[config.mk]
export PLATFORM = sky130hd
export DESIGN_NAME = pab_taper_store
export DESIGN_NICKNAME = d
export VERILOG_FILES = /design/src/sv/pab_pkg.sv /design/src/sv/pab_taper_store.sv
export SDC_FILE = /design/constraint.sdc
export NUM_CORES = 2
export LEC_CHECK = 0
export BUFFER_PORTS_ARGS = -buffer_cell sky130_fd_sc_hd__buf_2
export CORE_MARGIN = 1.5
export CORE_UTILIZATION = 47
export DETAILED_ROUTE_END_ITERATION = 7
export PLACE_DENSITY = 0.59
export SLEW_MARGIN = 20
export SYNTH_ARGS = -nofsm -noshare
export SYNTH_HDL_FRONTEND = slang
export SYNTH_SLANG_ARGS = --single-unit
export TNS_END_PERCENT = 10
[constraint.sdc]
create_clock -name clk -period 2.8 [get_ports clk]
set_input_delay 0.14 -clock clk [delete_from_list [all_inputs] [get_ports clk]]
set_output_delay 0.14 -clock clk [all_outputs]
set_load 0.01 [all_outputs]
[src/sv/pab_pkg.sv]
// ----------------------------------------------------------------------------
// pab_pkg
// Sizes, codes, sine table and shared types of the planar array beamformer.
// ----------------------------------------------------------------------------
`default_nettype none

package pab_pkg;

  localparam int MAX_COLS        = 16;
  localparam int MAX_ROWS        = 16;
  localparam int SINE_TABLE_BITS = 10;

  localparam int COL_W  = (MAX_COLS > 1) ? $clog2(MAX_COLS) : 1;
  localparam int ROW_W  = (MAX_ROWS > 1) ? $clog2(MAX_ROWS) : 1;
  localparam int NCOL_W = $clog2(MAX_COLS + 1);
  localparam int NROW_W = $clog2(MAX_ROWS + 1);
  localparam int IDXF_W = (ROW_W + NCOL_W + 1 > 8) ? ROW_W + NCOL_W + 1 : 8;

  localparam int TAPER_DEPTH = 256;
  localparam int TAPER_AW    = 8;
  localparam logic [15:0] TAPER_ONE = 16'd32768;

  // Configuration register indexes.
  localparam logic [1:0] CFG_COLS = 2'd0;
  localparam logic [1:0] CFG_ROWS = 2'd1;
  localparam logic [1:0] CFG_DX   = 2'd2;
  localparam logic [1:0] CFG_DY   = 2'd3;

  localparam logic [0:0] FUNC_SAMPLE = 1'b0;
  localparam logic [0:0] FUNC_WEIGHT = 1'b1;

  localparam int QUARTER = 1 << (SINE_TABLE_BITS - 2);
  localparam int QR_W    = SINE_TABLE_BITS - 1;

  localparam logic [63:0] POLY_C1 = 64'd1686629713;
  localparam logic [63:0] POLY_C3 = 64'd693598676;
  localparam logic [63:0] POLY_C5 = 64'd85569306;
  localparam logic [63:0] POLY_C7 = 64'd5026995;

  typedef logic [QUARTER:0][15:0] qtab_t;

  // Request from the sequencer to the taper store.
  typedef struct packed {
    logic                wr_en;
    logic [TAPER_AW-1:0] wr_addr;
    logic [15:0]         wr_data;
    logic                rd_en;
    logic [TAPER_AW-1:0] rd_addr;
  } tap_req_t;

  // Quarter-wave sine entry, odd polynomial in Q30; evaluated at elaboration.
  function automatic logic [15:0] sin_quarter(input int unsigned r);
    logic [63:0] x, x2, t, s, v;
    x  = 64'(r) << (18 - SINE_TABLE_BITS);
    x2 = (x * x) >> 16;
    t  = POLY_C5 - ((x2 * POLY_C7) >> 16);
    t  = POLY_C3 - ((x2 * t) >> 16);
    t  = POLY_C1 - ((x2 * t) >> 16);
    s  = (t * x) >> 16;
    v  = (s * 64'd32767 + (64'd1 << 29)) >> 30;
    if (v > 64'd32767) begin
      v = 64'd32767;
    end
    return v[15:0];
  endfunction

  function automatic qtab_t build_qtab();
    qtab_t tb;
    for (int i = 0; i <= QUARTER; i++) begin
      tb[i] = sin_quarter(i);
    end
    return tb;
  endfunction

  localparam qtab_t SIN_QTAB = build_qtab();

  // Sine of a 16-bit phase in turns, signed Q1.15, by quarter-wave symmetry.
  function automatic logic signed [15:0] sin_lookup(input logic [15:0] ph);
    logic [SINE_TABLE_BITS-1:0] k;
    logic [QR_W-1:0]            r;
    logic signed [15:0]         v;
    k = ph[15 -: SINE_TABLE_BITS];
    r = {1'b0, k[SINE_TABLE_BITS-3:0]};
    if (k[SINE_TABLE_BITS-2]) begin
      r = QR_W'(QUARTER) - r;
    end
    v = signed'(SIN_QTAB[r]);
    return k[SINE_TABLE_BITS-1] ? -v : v;
  endfunction

endpackage

`default_nettype wire

[src/sv/pab_taper_store.sv]
// ----------------------------------------------------------------------------
// pab_taper_store
// Taper weight memory with one write and one registered read port.
// ----------------------------------------------------------------------------
`default_nettype none

module pab_taper_store (
  input  wire logic               clk,
  input  wire logic               rst_n,
  input  wire pab_pkg::tap_req_t  req,
  output logic [15:0]             rd_data
);
  import pab_pkg::*;

  logic [15:0]            mem [TAPER_DEPTH];
  logic [TAPER_DEPTH-1:0] vld_r;

  // Entries never written read as unity gain.
  always_ff @(posedge clk) begin
    if (!rst_n) begin
      vld_r <= '0;
    end else if (req.wr_en) begin
      vld_r[req.wr_addr] <= 1'b1;
    end
  end

  always_ff @(posedge clk) begin
    if (req.wr_en) begin
      mem[req.wr_addr] <= req.wr_data;
    end
    if (req.rd_en) begin
      rd_data <= vld_r[req.rd_addr] ? mem[req.rd_addr] : TAPER_ONE;
    end
  end

endmodule

`default_nettype wire

==> flow_metrics.tcl <==
set metrics [dict create \
    outcome "finished, violations left" \
    violations "setup timing" \
    fin_area_um2 198000 \
    synth.area.top_cells "edfxtp_1 (73%), mux4_2 (9.6%), mux2i_1 (4.7%), dfxtp_1 (3.0%), o221ai_1 (1.8%)" \
    synthArstFlopShare_pct 0 \
    drive_gt1_share_pct 27.7 \
    ys_top_cells_by_count "edfxtp_1 (4112), mux2i_1 (790), mux4_2 (719)" \
    clk_pin_slew_ns 0.07 \
    cts_root_buffer "clkbuf_16" \
    cts_max_level 5 \
    crit_chain "mux2i_1 > o221ai_1 > nor3_1 > buf_4 > nor4_1 > nand4_1 > buf_4 > nor4_1 > buf_12 > o21a_1" \
    grt_setup_unrepaired "true" \
    worst-setup-path-type "flip-flop to flip-flop" \
    post-route-period-util_pct 101 \
    cp-start-kind "flip-flop" \
    clock_sinks 4368 \
    grt_start_max_net_pins 105 \
    grt_overflow 0 \
    ys_ff_latch 4368 \
    clock_latency_ns 1.00 \
    min_period_ns 2.83 \
    vias 91500 \
    drt_first_pass_iters 6 \
    cpPeakStageDelay_ns 0.77 \
    finalSetupTns_ns -0.0270 \
    synth.most_common_cell "edfxtp_1" \
    seq_area_frac_synth_pct 76.3 \
    final_cells 14800 \
    place.gp.congestion 0.931 \
    viasPerCell 6.18 \
    place_ws_ns -1.17 \
    route.detailed.drc 0 \
    cts_buffers 442 \
    dpl.hpwl_mm 311 \
    syn_avg_cell_area_um2 19.9 \
    crit_path_max_fanout 2 \
    synthDistinctLibCells 60 \
    nets 9682 \
    post-cts-setup-buffers 0 \
    finalWirelength_mm 489 \
    place_inst 13900 \
    hp-class "primary input to flip-flop" \
    drv_cap 0 \
    num_rows 219 \
    cp_data_required_time_ns 3.68 \
    clockBufferDepth 4 \
    vdd_drop_max_uv 573 \
    grt_use_total_pct 26.6 \
    syn_inst 8479 \
    cp_data_arrival_time_ns 3.70 \
    syn-cell-area_um2 169000 \
    drt-initial-drc-count 11200 \
    place_area_um2 183000 \
    synth.top_cell.area_share_pct 73.2 \
    finalSetupViolations 1 \
    synth_edf_count 4112 \
    ios 52 \
    finalCoreUtilization_pct 55.7 \
    cpMaxStageDelayCell "nor4_1" \
    yosysWarnings 0 \
    synth_nets 8515 \
    end_kind "flip-flop" \
    max_freq_mhz 354 \
    ant_nets 0 \
    slew_headroom_pct 31.7 \
    synth_top_cell_by_area "edfxtp_1" \
    grt_pass1_wl_mm 687 \
    first_global_vias 90100 \
    skew_ns 0.0864 \
    fp.dieH_um 602 \
    finalMaxSlewViolations 0 \
    power_density_nw_per_um2 699 \
    antenna_found_initial 32 \
    dieArea_um2 362000 \
    io_buffers 51 \
    max_slew.worst_pin.slew_ns 1.02 \
    hold_slack_ns 0.0578 \
    setup_slack_ns -0.0270 \
    hold_viol_final 0 \
    leakage_nw 65.7 \
    core_um2 356000 \
    start_util_pct 47.3 \
    routedWlPerCell_um 33.0 \
    die_x_um 602 \
    report.power.total_mw 139 \
    cts_tree "built" \
    synth_flop_cell "edfxtp_1" \
    synthToLayoutAreaGrowth_pct 17.6 \
    nFillCells 26900 \
]
[critical path: cells and delay by family, from the launching register on]
kind	cells	cell delay, ns
AOI/OAI and AO/OA	2	0.47
buffers and inverters	3	0.59
DFF	1	0.33
muxes	1	0.08
and+or+nand+nor	4	1.25
[cell usage in the layout, fill, tap and decap left out, types with 8 or more instances in the layout]
cell type / instances
nor2_1: 186
buf_12: 178
nand2_1: 155
bufinv_16: 42
o22ai_1: 190
o311a_1: 13
clkinv_1: 82
nand3_1: 38
o221ai_1: 349
clkinvlp_4: 14
dlygate4sd3_1: 27
mux2_2: 19
clkinv_16: 8
clkbuf_8: 26
nor3_1: 152
mux4_2: 720
nor4_1: 39
clkbuf_1: 105
a21oi_1: 230
clkinv_2: 80
edfxtp_1: 4112
clkbuf_16: 447
buf_4: 1011
dfxtp_1: 256
a211oi_1: 47
nor2b_1: 15
buf_2: 29
a22oi_1: 37
diode_2: 15
nor2_2: 129
o21a_1: 271
o21ai_0: 62
nand4_1: 40
mux2i_1: 790
clkinv_8: 9
buf_8: 19
[logic make-up after synthesis]
group                  count (synthesis)  share of synthesized area (%)
buffers and inverters                546                           1.87
DFF                                 4368                           76.3
muxes                               1535                           14.5
AOI/OAI and AO/OA                   1237                           5.24
and+or+nand+nor                      793                           2.11
[registers in the layout, summed over array words and instances, names as in the netlist]
name and cells:
rd_data 16, vld_r 256, mem 4096
[worst paths after layout]
kind                           start                        to  depth (start not counted)  slack, ns
min                          req[33]     mem[185][4]$_DFFE_PP_                          3       0.06
max             mem[80][0]$_DFFE_PP_  rd_data[0]$_SDFFCE_PN0P_                         10      -0.03
max reg2reg     mem[80][0]$_DFFE_PP_  rd_data[0]$_SDFFCE_PN0P_                         10      -0.03
min reg2reg  vld_r[205]$_SDFFE_PN0P_   vld_r[205]$_SDFFE_PN0P_                          1       0.46
[area by class of cell]
type / instances / area, um^2 / share of cell area [%]
inverters: 4 / 25.0 / 0.0126
clock inverters: 250 / 2650 / 1.33
well taps: 4751 / 5940 / 3.00
diodes: 15 / 37.5 / 0.0189
multi-input cells: 3565 / 37300 / 18.8
flip-flops and latches: 4368 / 129000 / 64.8
clock buffers: 577 / 11900 / 6.01
repair buffers: 1265 / 11900 / 5.98
[where the power goes]
part	internal (mW)	switching, mW
sequential	71.5	0.0723
clock	34.0	25.1
combinational	2.99	5.11
[routing by layer]
| layer | wire, um | track usage, % |
|---|---|---|
| met3 | 41500 | 4.30 |
| met1 | 199000 | 38.0 |
| met5 | 67 | 0 |
| met2 | 229000 | 42.0 |
| met4 | 18700 | 9.08 |
[timing repair]
item | in CTS | in global routing
hold endpoints to repair | 3870 | 0
endpoints found under the setup margin | 16 | 13
pin swaps | 1 | 0
resized for setup | 6 | 3
hold buffers | 27 | 0
Note: power is estimated with default switching activity, not from simulation.
